## config.mk

```make
export PLATFORM = sky130hd
export DESIGN_NAME = kmp_stream_matcher_core
export DESIGN_NICKNAME = d
export VERILOG_FILES = /design/src/rtl/kmpsm_pkg.sv /design/src/rtl/kmp_stream_matcher_core.sv /design/src/rtl/kmpsm_ram.sv /design/src/rtl/kmpsm_front.sv /design/src/rtl/kmpsm_fifo.sv /design/src/rtl/kmpsm_engine.sv
export SDC_FILE = /design/constraint.sdc
export NUM_CORES = 1
export LEC_CHECK = 0
export BUFFER_PORTS_ARGS = -buffer_cell sky130_fd_sc_hd__buf_2
export CAP_MARGIN = 5
export CELL_PAD_IN_SITES_DETAIL_PLACEMENT = 1
export CELL_PAD_IN_SITES_GLOBAL_PLACEMENT = 2
export CORE_MARGIN = 8
export CORE_UTILIZATION = 44
export DETAILED_ROUTE_END_ITERATION = 6
export GPL_TIMING_DRIVEN = 0
export HOLD_SLACK_MARGIN = 0.03
export PLACE_DENSITY = 0.83
export SYNTH_ARGS = -nofsm -noshare
export SYNTH_HDL_FRONTEND = slang
export SYNTH_SLANG_ARGS = --single-unit
```

## constraint.sdc

```tcl
create_clock -name i_clk -period 15 [get_ports i_clk]
set_clock_uncertainty 0.05 [all_clocks]
set_input_delay 3 -clock i_clk [delete_from_list [all_inputs] [get_ports i_clk]]
set_output_delay 3 -clock i_clk [all_outputs]
set_load 0.02 [all_outputs]
```

## src/rtl/kmpsm_pkg.sv

```systemverilog
// kmpsm_pkg: shared types and codes for the kmp stream matcher
// used by every file of the block but kmpsm_ram; no dependencies
`timescale 1ns / 1ps

package kmpsm_pkg;

    localparam int CH_W    = 8;
    localparam int START_W = 16;

    localparam logic CMD_PATTERN = 1'b0;
    localparam logic CMD_TEXT    = 1'b1;

    // input item as it arrives on the port
    typedef struct packed {
        logic            cmd;
        logic [CH_W-1:0] ch;
        logic            first;
    } t_in_item;

    // result item
    typedef struct packed {
        logic               match;
        logic [START_W-1:0] match_start;
        logic               pattern_overflow;
    } t_out_item;

    // classified operation handed from the front to the engine
    typedef enum logic [1:0] {
        OP_PAT_APPEND   = 2'd0,
        OP_PAT_RESTART  = 2'd1,
        OP_TEXT_STEP    = 2'd2,
        OP_TEXT_RESTART = 2'd3
    } t_op_code;

    typedef struct packed {
        t_op_code        code;
        logic [CH_W-1:0] ch;
    } t_op;

    // handshake bundle between two stages
    typedef struct packed {
        logic valid;
        t_op  op;
    } t_op_stream;

endpackage

```

## src/rtl/kmp_stream_matcher_core.sv

```systemverilog
// kmp_stream_matcher_core: top level of the streaming knuth-morris-pratt matcher
// depends on kmpsm_pkg, kmpsm_front, kmpsm_fifo, kmpsm_engine, kmpsm_ram
//
// usage: one valid/ready input channel carries items {cmd, ch, first}; cmd 0
// appends a pattern byte (first restarts the pattern), cmd 1 steps a text
// byte (first restarts the text at position zero). every item yields exactly
// one result item {match, match_start, pattern_overflow} on the output
// channel, in order. the failure table grows by one entry per stored pattern
// byte. an item passes the front register and the queue to the engine. an item
// that needs no compare (a text byte with no pattern, a dropped pattern byte,
// or one whose failure index is minus one) loads the result register from the
// idle state; the rest go to the walk state, which compares one stored pattern
// byte per cycle, while the result register is free, through the registered
// read port of the pattern memory and follows one failure link per mismatch.
// the engine takes no new operation until it is back in the idle state.
// the front register and a two-entry queue keep accepting items while a
// result waits; a stalled receiver holds the engine, then the queue fills and
// ready drops. reset clears all counters at once; the pattern and failure
// memories hold no reset value and need no clearing pass.
`timescale 1ns / 1ps

module kmp_stream_matcher_core #(
    parameter int MAX_PATTERN    = 32,
    parameter int POSITION_WIDTH = 16
) (
    input  logic                 i_clk,
    input  logic                 i_rst_n,
    input  logic                 i_in_valid,
    output logic                 o_in_ready,
    input  kmpsm_pkg::t_in_item  i_in_item,
    output logic                 o_out_valid,
    input  logic                 i_out_ready,
    output kmpsm_pkg::t_out_item o_out_item
);

    // front stage to queue
    kmpsm_pkg::t_op_stream w_push;
    logic                  w_push_ready;
    // queue head to engine
    kmpsm_pkg::t_op_stream w_head;
    logic                  w_pop;

    // accept and classify
    kmpsm_front u_front (
        .i_clk        (i_clk),
        .i_rst_n      (i_rst_n),
        .i_in_valid   (i_in_valid),
        .o_in_ready   (o_in_ready),
        .i_in_item    (i_in_item),
        .o_push       (w_push),
        .i_push_ready (w_push_ready)
    );

    // decouples the front from the engine
    kmpsm_fifo u_queue (
        .i_clk        (i_clk),
        .i_rst_n      (i_rst_n),
        .i_push       (w_push),
        .o_push_ready (w_push_ready),
        .o_head       (w_head),
        .i_pop        (w_pop)
    );

    // pattern build, failure-chain walk and result register
    kmpsm_engine #(
        .MAX_PATTERN    (MAX_PATTERN),
        .POSITION_WIDTH (POSITION_WIDTH)
    ) u_engine (
        .i_clk       (i_clk),
        .i_rst_n     (i_rst_n),
        .i_head      (w_head),
        .o_pop       (w_pop),
        .o_out_valid (o_out_valid),
        .i_out_ready (i_out_ready),
        .o_out_item  (o_out_item)
    );

    // an item accepted into an empty front register shows up there next cycle
    a_front_load: assert property (@(posedge i_clk) disable iff (!i_rst_n)
        (i_in_valid && o_in_ready && !w_push.valid) |=> w_push.valid)
        else $error("accepted item missing from front register");

    // the engine only takes an operation the queue actually holds
    a_pop_valid: assert property (@(posedge i_clk) disable iff (!i_rst_n)
        w_pop |-> w_head.valid)
        else $error("engine popped an empty queue");

    // a text match and a dropped pattern byte never share one result
    a_match_excl: assert property (@(posedge i_clk) disable iff (!i_rst_n)
        o_out_valid |-> !(o_out_item.match && o_out_item.pattern_overflow))
        else $error("match and overflow flagged together");

    // reset empties the result register
    a_reset_out: assert property (@(posedge i_clk)
        !i_rst_n |=> !o_out_valid)
        else $error("result valid after reset");

endmodule

```

## src/rtl/kmpsm_ram.sv

```systemverilog
// kmpsm_ram: generic simple dual-port ram, one write port, one registered read port
// no dependencies
`timescale 1ns / 1ps

module kmpsm_ram #(
    parameter int WIDTH = 8,
    parameter int DEPTH = 32
) (
    input  logic                                   i_clk,
    input  logic                                   i_we,
    input  logic [((DEPTH > 1) ? $clog2(DEPTH) : 1)-1:0] i_waddr,
    input  logic [WIDTH-1:0]                       i_wdata,
    input  logic [((DEPTH > 1) ? $clog2(DEPTH) : 1)-1:0] i_raddr,
    output logic [WIDTH-1:0]                       o_rdata
);

    logic [WIDTH-1:0] r_mem [DEPTH];
    logic [WIDTH-1:0] r_rdata;

    always_ff @(posedge i_clk) begin
        if (i_we) begin
            r_mem[i_waddr] <= i_wdata;
        end
        r_rdata <= r_mem[i_raddr];
    end

    assign o_rdata = r_rdata;

endmodule

```

## src/rtl/kmpsm_front.sv

```systemverilog
// kmpsm_front: input register that accepts items and classifies them into operations
// depends on kmpsm_pkg
`timescale 1ns / 1ps

module kmpsm_front (
    input  logic                  i_clk,
    input  logic                  i_rst_n,
    input  logic                  i_in_valid,
    output logic                  o_in_ready,
    input  kmpsm_pkg::t_in_item   i_in_item,
    output kmpsm_pkg::t_op_stream o_push,
    input  logic                  i_push_ready
);

    logic            r_valid;
    kmpsm_pkg::t_op  r_op;
    kmpsm_pkg::t_op  w_op;
    logic            w_take;

    assign o_in_ready = !r_valid || i_push_ready;
    assign w_take     = i_in_valid && o_in_ready;

    always_comb begin
        w_op.ch = i_in_item.ch;
        case ({i_in_item.cmd, i_in_item.first})
            {kmpsm_pkg::CMD_PATTERN, 1'b0}: w_op.code = kmpsm_pkg::OP_PAT_APPEND;
            {kmpsm_pkg::CMD_PATTERN, 1'b1}: w_op.code = kmpsm_pkg::OP_PAT_RESTART;
            {kmpsm_pkg::CMD_TEXT, 1'b0}:    w_op.code = kmpsm_pkg::OP_TEXT_STEP;
            {kmpsm_pkg::CMD_TEXT, 1'b1}:    w_op.code = kmpsm_pkg::OP_TEXT_RESTART;
            default:                        w_op.code = kmpsm_pkg::OP_TEXT_STEP;
        endcase
    end

    always_ff @(posedge i_clk) begin
        if (!i_rst_n) begin
            r_valid <= 1'b0;
        end else if (w_take) begin
            r_valid <= 1'b1;
        end else if (i_push_ready) begin
            r_valid <= 1'b0;
        end
    end

    always_ff @(posedge i_clk) begin
        if (w_take) begin
            r_op <= w_op;
        end
    end

    assign o_push.valid = r_valid;
    assign o_push.op    = r_op;

endmodule

```

## src/rtl/kmpsm_fifo.sv

```systemverilog
// kmpsm_fifo: two-entry operation queue between the front and the engine
// depends on kmpsm_pkg
`timescale 1ns / 1ps

module kmpsm_fifo (
    input  logic                  i_clk,
    input  logic                  i_rst_n,
    input  kmpsm_pkg::t_op_stream i_push,
    output logic                  o_push_ready,
    output kmpsm_pkg::t_op_stream o_head,
    input  logic                  i_pop
);

    kmpsm_pkg::t_op r_mem [2];
    logic           r_wr_ptr;
    logic           r_rd_ptr;
    logic [1:0]     r_count;
    logic           w_push;
    logic           w_pop;

    assign o_push_ready = (r_count != 2'd2);
    assign w_push       = i_push.valid && o_push_ready;
    assign w_pop        = i_pop && (r_count != 2'd0);

    always_ff @(posedge i_clk) begin
        if (!i_rst_n) begin
            r_wr_ptr <= 1'b0;
            r_rd_ptr <= 1'b0;
            r_count  <= 2'd0;
        end else begin
            if (w_push) begin
                r_wr_ptr <= !r_wr_ptr;
            end
            if (w_pop) begin
                r_rd_ptr <= !r_rd_ptr;
            end
            case ({w_push, w_pop})
                2'b10:   r_count <= r_count + 2'd1;
                2'b01:   r_count <= r_count - 2'd1;
                default: r_count <= r_count;
            endcase
        end
    end

    always_ff @(posedge i_clk) begin
        if (w_push) begin
            r_mem[r_wr_ptr] <= i_push.op;
        end
    end

    assign o_head.valid = (r_count != 2'd0);
    assign o_head.op    = r_mem[r_rd_ptr];

endmodule

```

## src/rtl/kmpsm_engine.sv

```systemverilog
// kmpsm_engine: executes pattern and text operations, walks the failure chain, holds results
// depends on kmpsm_pkg and kmpsm_ram
`timescale 1ns / 1ps

module kmpsm_engine #(
    parameter int MAX_PATTERN    = 32,
    parameter int POSITION_WIDTH = 16
) (
    input  logic                  i_clk,
    input  logic                  i_rst_n,
    input  kmpsm_pkg::t_op_stream i_head,
    output logic                  o_pop,
    output logic                  o_out_valid,
    input  logic                  i_out_ready,
    output kmpsm_pkg::t_out_item  o_out_item
);

    localparam int LW = $clog2(MAX_PATTERN + 1);
    localparam int AW = (MAX_PATTERN > 1) ? $clog2(MAX_PATTERN) : 1;
    localparam int PW = POSITION_WIDTH;

    typedef enum logic [1:0] {
        ST_IDLE = 2'b01,
        ST_WALK = 2'b10
    } t_eng_state;

    t_eng_state r_state, n_state;
    logic [LW-1:0] r_len, n_len;
    logic [LW-1:0] r_build, n_build;     // failure index of next pattern byte, plus one
    logic [LW-1:0] r_match, n_match;
    logic [LW-1:0] r_cur, n_cur;         // chain position being compared, plus one
    logic [PW-1:0] r_pos, n_pos;
    logic [kmpsm_pkg::CH_W-1:0] r_ch, n_ch;
    logic r_is_text, n_is_text;

    logic                       r_out_valid;
    kmpsm_pkg::t_out_item       r_out_item;
    kmpsm_pkg::t_out_item       w_out_item;
    logic                       w_out_load;
    logic                       w_out_free;

    logic                       w_we;
    logic [AW-1:0]              w_waddr;
    logic [LW-1:0]              w_rd_src;
    logic [LW-1:0]              w_rd_m1;
    logic [kmpsm_pkg::CH_W-1:0] w_rd_ch;
    logic [LW-1:0]              w_rd_fail;

    logic [LW-1:0] w_len_eff;
    logic [LW-1:0] w_build_eff;
    logic [LW-1:0] w_k;
    logic          w_finish;
    logic          w_restart;
    logic [PW-1:0] w_start;

    assign w_out_free = !r_out_valid || i_out_ready;
    assign w_rd_m1    = w_rd_src - LW'(1);

    kmpsm_ram #(
        .WIDTH (kmpsm_pkg::CH_W),
        .DEPTH (MAX_PATTERN)
    ) u_pattern_ram (
        .i_clk   (i_clk),
        .i_we    (w_we),
        .i_waddr (w_waddr),
        .i_wdata (i_head.op.ch),
        .i_raddr (w_rd_m1[AW-1:0]),
        .o_rdata (w_rd_ch)
    );

    kmpsm_ram #(
        .WIDTH (LW),
        .DEPTH (MAX_PATTERN)
    ) u_failure_ram (
        .i_clk   (i_clk),
        .i_we    (w_we),
        .i_waddr (w_waddr),
        .i_wdata (w_build_eff),
        .i_raddr (w_rd_m1[AW-1:0]),
        .o_rdata (w_rd_fail)
    );

    assign w_restart   = (i_head.op.code == kmpsm_pkg::OP_PAT_RESTART);
    assign w_len_eff   = w_restart ? '0 : r_len;
    assign w_build_eff = w_restart ? '0 : r_build;
    assign w_waddr     = w_len_eff[AW-1:0];
    assign w_start     = r_pos + PW'(1) - PW'(r_len);

    always_comb begin
        n_state    = r_state;
        n_len      = r_len;
        n_build    = r_build;
        n_match    = r_match;
        n_cur      = r_cur;
        n_pos      = r_pos;
        n_ch       = r_ch;
        n_is_text  = r_is_text;
        o_pop      = 1'b0;
        w_we       = 1'b0;
        w_rd_src   = r_cur;
        w_out_load = 1'b0;
        w_out_item = '0;
        w_finish   = 1'b0;
        w_k        = '0;
        case (r_state)
            ST_IDLE: begin
                if (i_head.valid && w_out_free) begin
                    o_pop = 1'b1;
                    n_ch  = i_head.op.ch;
                    case (i_head.op.code)
                        kmpsm_pkg::OP_PAT_APPEND, kmpsm_pkg::OP_PAT_RESTART: begin
                            n_is_text = 1'b0;
                            if (w_restart) begin
                                n_len   = '0;
                                n_build = '0;
                                n_match = '0;
                            end
                            if (w_len_eff == LW'(MAX_PATTERN)) begin
                                // store full: byte dropped
                                w_out_load                  = 1'b1;
                                w_out_item.pattern_overflow = 1'b1;
                            end else begin
                                w_we  = 1'b1;
                                n_len = w_len_eff + LW'(1);
                                if (w_build_eff == '0) begin
                                    n_build    = LW'(1);
                                    w_out_load = 1'b1;
                                end else begin
                                    n_cur    = w_build_eff;
                                    w_rd_src = w_build_eff;
                                    n_state  = ST_WALK;
                                end
                            end
                        end
                        kmpsm_pkg::OP_TEXT_STEP, kmpsm_pkg::OP_TEXT_RESTART: begin
                            n_is_text = 1'b1;
                            if (i_head.op.code == kmpsm_pkg::OP_TEXT_RESTART) begin
                                n_pos   = '0;
                                n_match = '0;
                            end
                            if (r_len == '0) begin
                                // no pattern: only the position moves
                                n_pos      = n_pos + PW'(1);
                                w_out_load = 1'b1;
                            end else begin
                                n_cur    = n_match + LW'(1);
                                w_rd_src = n_match + LW'(1);
                                n_state  = ST_WALK;
                            end
                        end
                        default: begin
                            n_state = ST_IDLE;
                        end
                    endcase
                end
            end
            ST_WALK: begin
                if (w_out_free) begin
                    if (w_rd_ch == r_ch) begin
                        w_finish = 1'b1;
                        w_k      = r_cur;
                    end else if (w_rd_fail == '0) begin
                        w_finish = 1'b1;
                    end else begin
                        n_cur    = w_rd_fail;
                        w_rd_src = w_rd_fail;
                    end
                end
                if (w_finish) begin
                    w_out_load = 1'b1;
                    n_state    = ST_IDLE;
                    if (r_is_text) begin
                        n_pos = r_pos + PW'(1);
                        if (w_k == r_len) begin
                            w_out_item.match       = 1'b1;
                            w_out_item.match_start = kmpsm_pkg::START_W'(w_start);
                            n_match                = '0;
                        end else begin
                            n_match = w_k;
                        end
                    end else begin
                        n_build = w_k + LW'(1);
                    end
                end
            end
            default: begin
                n_state = ST_IDLE;
            end
        endcase
    end

    always_ff @(posedge i_clk) begin
        if (!i_rst_n) begin
            r_state     <= ST_IDLE;
            r_len       <= '0;
            r_build     <= '0;
            r_match     <= '0;
            r_pos       <= '0;
            r_out_valid <= 1'b0;
        end else begin
            r_state <= n_state;
            r_len   <= n_len;
            r_build <= n_build;
            r_match <= n_match;
            r_pos   <= n_pos;
            if (w_out_load) begin
                r_out_valid <= 1'b1;
            end else if (i_out_ready) begin
                r_out_valid <= 1'b0;
            end
        end
    end

    always_ff @(posedge i_clk) begin
        r_cur     <= n_cur;
        r_ch      <= n_ch;
        r_is_text <= n_is_text;
        if (w_out_load) begin
            r_out_item <= w_out_item;
        end
    end

    assign o_out_valid = r_out_valid;
    assign o_out_item  = r_out_item;

endmodule
```

==> flow_metrics.py, run 1 <==
metrics = {
    "sta": {
        "hold_violations": 0,
        "whs_ns": 0.4065,
        "fin_tns_setup_ns": 0,
        "worst_slew_pin_slew_ns": 1.282,
        "grt_setup_unrepaired": "no",
        "achievable-frequency_ghz": 0.1255,
        "fin_crit_sh": 0.5313,
        "finalMaxSlewViolations": 0,
        "slew-limit-headroom": 0.1420,
        "min_period_ns": 7.970,
        "finalSetupViolCount": 0,
    },
    "floorplan": {
        "rows": 85,
        "die_y_um": 249.6,
        "die_area_um2": 62320,
        "fp.dieW_um": 249.6,
        "initial_core_util": 0.4455,
        "coreArea_um2": 53920,
        "pin_count": 34,
    },
    "critical_path": {
        "path_cells": "buf_2 > nand2b_1 > nand2_1 > a211oi_1 > a21o_1 > a22o_1 > inv_1 > buf_2 > buf_1 > ha_1 > clkbuf_1 > clkbuf_1 > clkbuf_1 > o211ai_1 > o311ai_0 > nand3_1 > nand3_1",
        "required_ns": 15.51,
        "critPathTopFamily": "buffers and inverters",
        "startpoint_type": "input port",
        "worstSetupPathType": "input port to flip-flop",
        "cp.arrival_ns": 8.48,
        "end_kind": "flip-flop",
        "crit_slowest_cell": "clkbuf_1",
        "max_stage_delay_ns": 0.78,
        "crit_top_cell": "clkbuf_1",
        "critPathBufInv": 7,
        "worstPathMaxFanout": 10,
    },
    "routing": {
        "ant_nets": 0,
        "routedWlPerCell_um": 27.39,
        "drt-pass1-iter-count": 5,
        "vias": 15931,
        "drtIter0Drc": 1313,
        "drc": 0,
        "wl_mm": 72.54,
        "via_per_inst": 6.016,
    },
    "clocking": {
        "clock_tree.root_cell": "clkbuf_16",
        "htreeDepth": 2,
        "post_cts_resized": 0,
        "cts_tree": "yes",
        "clock_path_buffers": 3,
        "hold_buffers": 0,
        "cts-buffers-inserted": 58,
        "clk_pin_slew_ns": 0.06,
        "clkLatencyLatePin_ns": 0.64,
        "cts_sinks": 568,
        "post-cts-setup-buffers": 0,
    },
    "layout": {
        "seqCellArea_um2": 16440,
        "antenna-diode-count": 0,
        "syn2layout_area_growth_pct": 14.41,
        "fin_nets": 1936,
        "drive_gt1_frac": 0.1291,
        "multiInputGateArea_um2": 7015,
        "design_area_um2": 27480,
        "fillers": 5314,
        "final_cells": 2648,
    },
    "synthesis": {
        "synthDistinctLibCells": 78,
        "yosys_warnings": 0,
        "syn_area_um2": 24020,
        "synth_top_area_cell": "edfxtp_1",
        "synth_top_area_frac": 0.6326,
        "ys.flop_type": "edfxtp_1",
        "synth_nets": 1821,
        "synth_edf_count": 506,
        "synth_most_common_cell": "edfxtp_1",
        "synth.top_cells.by_count": "506 x edfxtp_1, 202 x nand2_1, 175 x nor2_1, 105 x nand3_1, 79 x clkbuf_1",
        "synth-async-reset-ratio": 0,
        "seq_area_frac_synth": 0.6843,
        "ys_ff_latch": 568,
        "synthCells": 1788,
        "avgSynthCellArea_um2": 13.43,
        "synthTopCellsByArea": "edfxtp_1 63%, dfxtp_1 5.2%, nand2_1 3.2%",
    },
    "place": {
        "place_area_um2": 25260,
        "port_buffers": 31,
        "placed_cells": 2531,
        "hpwl_mm": 47.86,
        "gp_routability_congestion": 0.9340,
    },
    "job": {
        "cap_violations": 0,
    },
    "grt": {
        "grt_antenna_before_repair": 1,
        "grt_pass1_vias": 16315,
        "grt_pass1_wl_mm": 106.8,
        "track_usage": 0.2268,
        "grt_max_degree": 34,
        "grt.overflow.total": 0,
    },
    "worst_hold_path": {
        "hold_path_class": "flip-flop to flip-flop",
    },
    "outcome": {
        "status": "completed",
    },
}
==> per-layer routing <==
metal,track usage,part of all wire,vias up
met5,0,0,-
met4,0.09701,0.042,0
met3,0.03627,0.068,133
met2,0.3689,0.47,608
met1,0.3002,0.42,8170
li1,-,-,7020
==> kinds of logic (layout without fill, tap and decap cells) <==
family / count (synthesis) / count (layout) / synth area share
XOR/XNOR: 54 / 54 / 0.02032
buffers and inverters: 142 / 306 / 0.02485
adder cells (fa/ha/maj): 19 / 19 / 0.01021
AND/OR/NAND/NOR: 671 / 671 / 0.1323
AO/OA/AOI/OAI: 263 / 263 / 0.08121
multiplexers: 71 / 71 / 0.04688
flip-flops: 568 / 568 / 0.6843
==> layout make-up <==
type | instances | area share
clock inverter | 45 | 0.02349
clock buffer | 64 | 0.05364
inverter | 27 | 0.003688
sequential | 568 | 0.5981
timing repair buffer | 55 | 0.01607
buffer | 115 | 0.01803
tap | 696 | 0.03169
multi-input combinational | 1078 | 0.2553
==> through the flow <==
step	util	worst slack (ns)
6_report	0.5096	7.030
3_3_place_gp	0.4645	6.458
2_1_floorplan	-	8.685
3_5_place_dp	0.4685	6.448
5_1_grt	0.5096	6.731
4_1_cts	0.5078	7.103
==> state kept, by name (all words and copies together), names as in the netlist, 6 cells and up, named ones only <==
register                        cells
u_front.o_push                     10
u_engine.u_failure_ram.o_rdata      6
u_engine.r_build                    6
u_queue.r_mem                      20
u_engine.u_pattern_ram.o_rdata      8
u_engine.r_cur                      6
u_engine.r_ch                       8
u_engine.u_failure_ram.r_mem      192
u_engine.o_out_item                18
u_engine.r_len                      6
u_engine.r_pos                     16
u_engine.r_match                    6
u_engine.u_pattern_ram.r_mem      256
==> final timing paths <==
kind	from	endpoint	slack (ns)	cells past startpoint
setup reg to reg	flip-flop	u_engine.u_pattern_ram.o_rdata[5]$_DFF_P_	7.55	23
hold / removal	u_front.o_push[6]$_DFFE_PP_	u_queue.r_mem[0][6]$_DFFE_PP_	0.41	0
hold reg to reg	u_front.o_push[6]$_DFFE_PP_	u_queue.r_mem[0][6]$_DFFE_PP_	0.41	0
setup / recovery	i_out_ready	u_engine.u_pattern_ram.o_rdata[5]$_DFF_P_	7.03	17
==> layout by cell type, fill, tap and decap left out, types with 37 or more instances in the layout <==
cell / instances
clkbuf_1: 85
nor2_1: 166
dfxtp_1: 62
nand3_1: 105
o21ai_0: 42
buf_2: 54
edfxtp_1: 506
a32oi_1: 42
nand2_1: 202
a21oi_1: 37
clkbuf_16: 58
Power of run 1 is not shown: default switching activity piles up to over one toggle a cycle in this logic, so the estimate is an artifact.
==> run 2, diff against run 1 <==
Clock period 15 ns to 7.4 ns, I/O delays scaled along.
==> flow_metrics.py, run 2 (synthesis results as in run 1) <==
metrics = {
    "sta": {
        "fin_crit_sh": 0.9381,
        "finalMaxSlewViolations": 0,
        "hold_violations": 0,
        "achievable-frequency_ghz": 0.1441,
        "worst_slew_pin_slew_ns": 1.281,
        "whs_ns": 0.4038,
        "min_period_ns": 6.942,
        "slew-limit-headroom": 0.1426,
        "grt_setup_unrepaired": "no",
        "fin_tns_setup_ns": 0,
        "finalSetupViolCount": 0,
    },
    "layout": {
        "antenna-diode-count": 0,
        "fin_nets": 1936,
        "final_cells": 2648,
        "multiInputGateArea_um2": 7018,
        "top_register": "u_engine.u_pattern_ram.r_mem",
        "fillers": 5315,
        "syn2layout_area_growth_pct": 14.45,
        "final_cell_mix": "506 x edfxtp_1, 202 x nand2_1, 165 x nor2_1, 105 x nand3_1, 81 x clkbuf_1",
        "final_common_cell": "edfxtp_1",
        "drive_gt1_frac": 0.1322,
        "design_area_um2": 27490,
        "largest_reg_flops": 256,
        "reg_top3": "u_engine.u_pattern_ram.r_mem x256, u_engine.u_failure_ram.r_mem x192, u_queue.r_mem x20",
        "seqCellArea_um2": 16440,
    },
    "clocking": {
        "clock_tree.root_cell": "clkbuf_16",
        "cts_tree": "yes",
        "clkLatencyLatePin_ns": 0.64,
        "htreeDepth": 2,
        "post-cts-setup-buffers": 0,
        "cts-buffers-inserted": 58,
        "cts_sinks": 568,
        "clock_path_buffers": 3,
        "clk_pin_slew_ns": 0.06,
    },
    "job": {
        "cap_violations": 0,
    },
    "place": {
        "port_buffers": 31,
        "hpwl_mm": 47.86,
        "place_area_um2": 25260,
        "gp_routability_congestion": 0.9340,
        "placed_cells": 2531,
    },
    "floorplan": {
        "initial_core_util": 0.4455,
        "die_y_um": 249.6,
        "pin_count": 34,
        "coreArea_um2": 53920,
        "die_area_um2": 62320,
        "rows": 85,
        "fp.dieW_um": 249.6,
    },
    "worst_hold_path": {
        "hold_path_depth": 0,
        "hold_end": "u_queue.r_mem[0][6]$_DFFE_PP_",
        "hold_path_class": "flip-flop to flip-flop",
        "worstHoldStart": "u_front.o_push[6]$_DFFE_PP_",
    },
    "grt": {
        "grtUsageMet2": 0.3689,
        "grt_max_degree": 34,
        "grt_use_met1": 0.3002,
        "grt.overflow.total": 0,
        "use_met3": 0.03627,
        "track_usage": 0.2268,
        "grt_antenna_before_repair": 1,
        "grt_pass1_wl_mm": 106.8,
        "top_usage_layer": "met2",
        "grt_pass1_vias": 16315,
    },
    "routing": {
        "drt-pass1-iter-count": 5,
        "via_per_inst": 6.013,
        "ant_nets": 0,
        "drc": 0,
        "wl_mm": 72.60,
        "vias": 15923,
        "routedWlPerCell_um": 27.42,
        "drtIter0Drc": 1326,
    },
    "outcome": {
        "status": "completed",
    },
    "critical_path": {
        "required_ns": 7.83,
        "startpoint_type": "flip-flop",
        "cp.arrival_ns": 7.37,
        "worstSetupPathType": "flip-flop to flip-flop",
        "r2r_cells": 22,
        "worstPathMaxFanout": 10,
        "end_kind": "flip-flop",
        "r2r_setup_slack_ns": 0.46,
        "r2r-end": "u_engine.u_pattern_ram.o_rdata[2]$_DFF_P_",
    },
}
-- run 2: cell count changes in the layout (fill, tap and decap cells not counted) --
cell      change
clkbuf_2      +5
buf_1         -1
nor2_1        -1
nor2_2        +1
clkbuf_1      -4
-- run 2: worst max path at each step --
stage | start | end | slack, ns
after floorplan | flip-flop | u_engine.u_failure_ram.o_rdata[0]$_DFF_P_ | 2.56
after global placement | flip-flop | u_engine.u_failure_ram.o_rdata[2]$_DFF_P_ | 0.12
after detailed placement | flip-flop | u_engine.u_failure_ram.o_rdata[2]$_DFF_P_ | 0.04
after CTS | flip-flop | u_engine.u_failure_ram.o_rdata[2]$_DFF_P_ | 0.08
after global routing | flip-flop | u_engine.u_pattern_ram.o_rdata[2]$_DFF_P_ | 0.03
final | flip-flop | u_engine.u_pattern_ram.o_rdata[2]$_DFF_P_ | 0.46
-- run 2: worst max-delay path, cell delays in order (launching register included) --
cell and delay, ns:
dfxtp_1 0.40, nand2b_1 0.18, o22a_1 0.28, clkbuf_1 0.42, clkbuf_1 0.38, nand2_1 0.17
ha_1 0.28, and3_1 0.17, buf_2 0.18, o31ai_1 0.36, a221oi_2 0.15, a22o_1 0.26
inv_1 0.20, buf_2 0.33, clkbuf_2 0.36, ha_1 0.29, inv_1 0.14, xnor2_2 0.50
buf_2 0.40, clkbuf_1 0.50, o311ai_0 0.40, nand3_1 0.24, nand3_1 0.17
-- run 2: repair_timing --
item                                   in CTS  in global routing
gates resized for setup                     0                 12
hold buffers                                0                  0
endpoints found under the hold margin       0                  0
setup endpoints to repair                   0                 14
-- run 2: layout make-up --
class	instances	area share
buffer	115	0.01825
timing repair buffer	55	0.01607
clock buffer	64	0.05362
inverter	27	0.003687
tap	696	0.03168
sequential	568	0.5979
clock inverter	45	0.02349
multi-input combinational	1078	0.2553
-- run 2: metal layers --
layer,vias up,wire length [um]
met3,139,4774
met2,553,34350
met4,0,3192
met1,8208,30280
met5,-,0
li1,7023,-
-- run 2: stage by stage --
stage,worst slack (ns),utilization
after floorplan,2.563,-
after global placement,0.1226,0.4645
after detailed placement,0.03763,0.4685
after CTS,0.07877,0.5078
after global routing,0.03376,0.5098
final,0.4584,0.5098
Power of run 2 is left out for the same reason.
==> run 3, diff against run 2 <==
Settings changed: SETUP_SLACK_MARGIN from default to 0.5.
==> flow_metrics.py, run 3 (synthesis results as in run 1) <==
metrics = {
    "floorplan": {
        "pin_count": 34,
        "initial_core_util": 0.4455,
        "fp.dieW_um": 249.6,
        "die_y_um": 249.6,
        "die_area_um2": 62320,
        "rows": 85,
        "coreArea_um2": 53920,
    },
    "grt": {
        "grt_max_degree": 34,
        "track_usage": 0.2268,
        "grt_antenna_before_repair": 0,
        "grt.overflow.total": 0,
        "grt_pass1_vias": 16316,
        "grt_pass1_wl_mm": 106.9,
    },
    "routing": {
        "drt-pass1-iter-count": 5,
        "drc": 0,
        "routedWlPerCell_um": 27.42,
        "drtIter0Drc": 1436,
        "ant_nets": 0,
        "via_per_inst": 6.027,
        "wl_mm": 72.62,
        "vias": 15960,
    },
    "sta": {
        "fin_tns_setup_ns": 0,
        "grt_setup_unrepaired": "no",
        "fin_crit_sh": 0.8828,
        "finalMaxSlewViolations": 0,
        "min_period_ns": 6.532,
        "setup_slack_ns": 0.8676,
        "achievable-frequency_ghz": 0.1531,
        "slew-limit-headroom": 0.1503,
        "finalSetupViolCount": 0,
        "worst_slew_pin_slew_ns": 1.270,
        "hold_violations": 0,
    },
    "critical_path": {
        "end_kind": "flip-flop",
        "worstSetupPathType": "flip-flop to flip-flop",
        "required_ns": 7.92,
        "r2r_setup_slack_ns": 0.87,
        "cp.arrival_ns": 7.05,
        "worstPathMaxFanout": 10,
        "r2r-end": "u_engine.u_pattern_ram.o_rdata[0]$_DFF_P_",
        "startpoint_type": "flip-flop",
        "cp-endpoint": "u_engine.u_pattern_ram.o_rdata[0]$_DFF_P_",
        "r2r_cells": 23,
    },
    "clocking": {
        "cts-buffers-inserted": 58,
        "cts_sinks": 568,
        "clkLatencyLatePin_ns": 0.64,
        "clock_tree.root_cell": "clkbuf_16",
        "clk_pin_slew_ns": 0.06,
        "cts_tree": "yes",
        "hold_buffers": 0,
        "post-cts-setup-buffers": 0,
        "htreeDepth": 2,
        "clock_path_buffers": 3,
    },
    "worst_hold_path": {
        "hold_path_class": "flip-flop to flip-flop",
        "hold_path_depth": 0,
    },
    "layout": {
        "syn2layout_area_growth_pct": 14.54,
        "reg_top3": "u_engine.u_pattern_ram.r_mem x256, u_engine.u_failure_ram.r_mem x192, u_queue.r_mem x20",
        "final_cell_mix": "506 x edfxtp_1, 202 x nand2_1, 165 x nor2_1, 105 x nand3_1, 76 x clkbuf_1",
        "final_common_cell": "edfxtp_1",
        "drive_gt1_frac": 0.1352,
        "largest_reg_flops": 256,
        "fin_nets": 1936,
        "top_register": "u_engine.u_pattern_ram.r_mem",
        "fin_util": 0.5102,
        "antenna-diode-count": 0,
    },
    "place": {
        "gp_routability_congestion": 0.9340,
        "port_buffers": 31,
        "hpwl_mm": 47.86,
        "pre_cts_ws_ns": 0.03763,
    },
    "job": {
        "cap_violations": 0,
    },
    "outcome": {
        "status": "completed",
    },
}
==> run 3: what timing repair did <==
item                                    4_1_cts  5_1_grt
endpoints found under the setup margin       14       14
gates cloned                                  0        0
gates resized for setup                       5       21
hold endpoints to repair                      0        0
==> run 3: worst min-delay path by stage <==
| stage | start | to |
|---|---|---|
| final | u_front.o_push[6]$_DFFE_PP_ | u_queue.r_mem[0][6]$_DFFE_PP_ |
| after global routing | u_front.o_push[6]$_DFFE_PP_ | u_queue.r_mem[0][6]$_DFFE_PP_ |
| after CTS | u_front.o_push[6]$_DFFE_PP_ | u_queue.r_mem[0][6]$_DFFE_PP_ |
| after detailed placement | u_front.o_push[4]$_DFFE_PP_ | u_queue.r_mem[1][4]$_DFFE_PP_ |
| after global placement | u_front.o_push[7]$_DFFE_PP_ | u_queue.r_mem[0][7]$_DFFE_PP_ |
| after floorplan | u_front.o_push[0]$_DFFE_PP_ | u_queue.r_mem[0][0]$_DFFE_PP_ |
==> run 3: layer usage <==
metal / vias to the layer above / share of wire / GRT usage
li1: 7022 / - / -
met1: 8223 / 0.42 / 0.3008
met2: 583 / 0.47 / 0.3691
met4: 0 / 0.044 / 0.09717
met5: - / 0 / 0
met3: 132 / 0.064 / 0.03534
==> run 3: critical path, stage by stage, from the launching register on <==
cell and delay, ns:
dfxtp_1 0.40, nand2b_1 0.18, o22a_1 0.28, clkbuf_2 0.29
clkbuf_2 0.27, nand2_1 0.13, ha_1 0.28, and3_1 0.17
buf_2 0.18, o31ai_1 0.36, a221oi_2 0.15, a22o_1 0.26
inv_1 0.23, buf_2 0.35, buf_2 0.34, ha_1 0.28
inv_1 0.17, xnor2_4 0.38, buf_2 0.37, buf_2 0.30
nand2_1 0.08, a32oi_1 0.33, nand4_1 0.41, nand3_1 0.23
==> run 3: metrics by stage <==
stage / instance area (um^2) / instances / hold WS (ns)
2_1_floorplan: 24020 / 1788 / 0.3715
3_3_place_gp: 25050 / 2515 / 0.3865
3_5_place_dp: 25260 / 2531 / 0.3968
4_1_cts: 27390 / 2640 / 0.4048
5_1_grt: 27510 / 2648 / 0.4076
6_report: 27510 / 2648 / 0.4035
==> run 3: layout make-up <==
type | count | area (um^2)
buffer | 115 | 509.2
clock buffer | 64 | 1474
clock inverter | 45 | 645.6
fill | 5311 | 26410
inverter | 27 | 101.3
multi-input combinational | 1078 | 7034
sequential | 568 | 16440
tap | 696 | 870.8
timing repair buffer | 55 | 441.7
Power of run 3 is left out for the same reason.
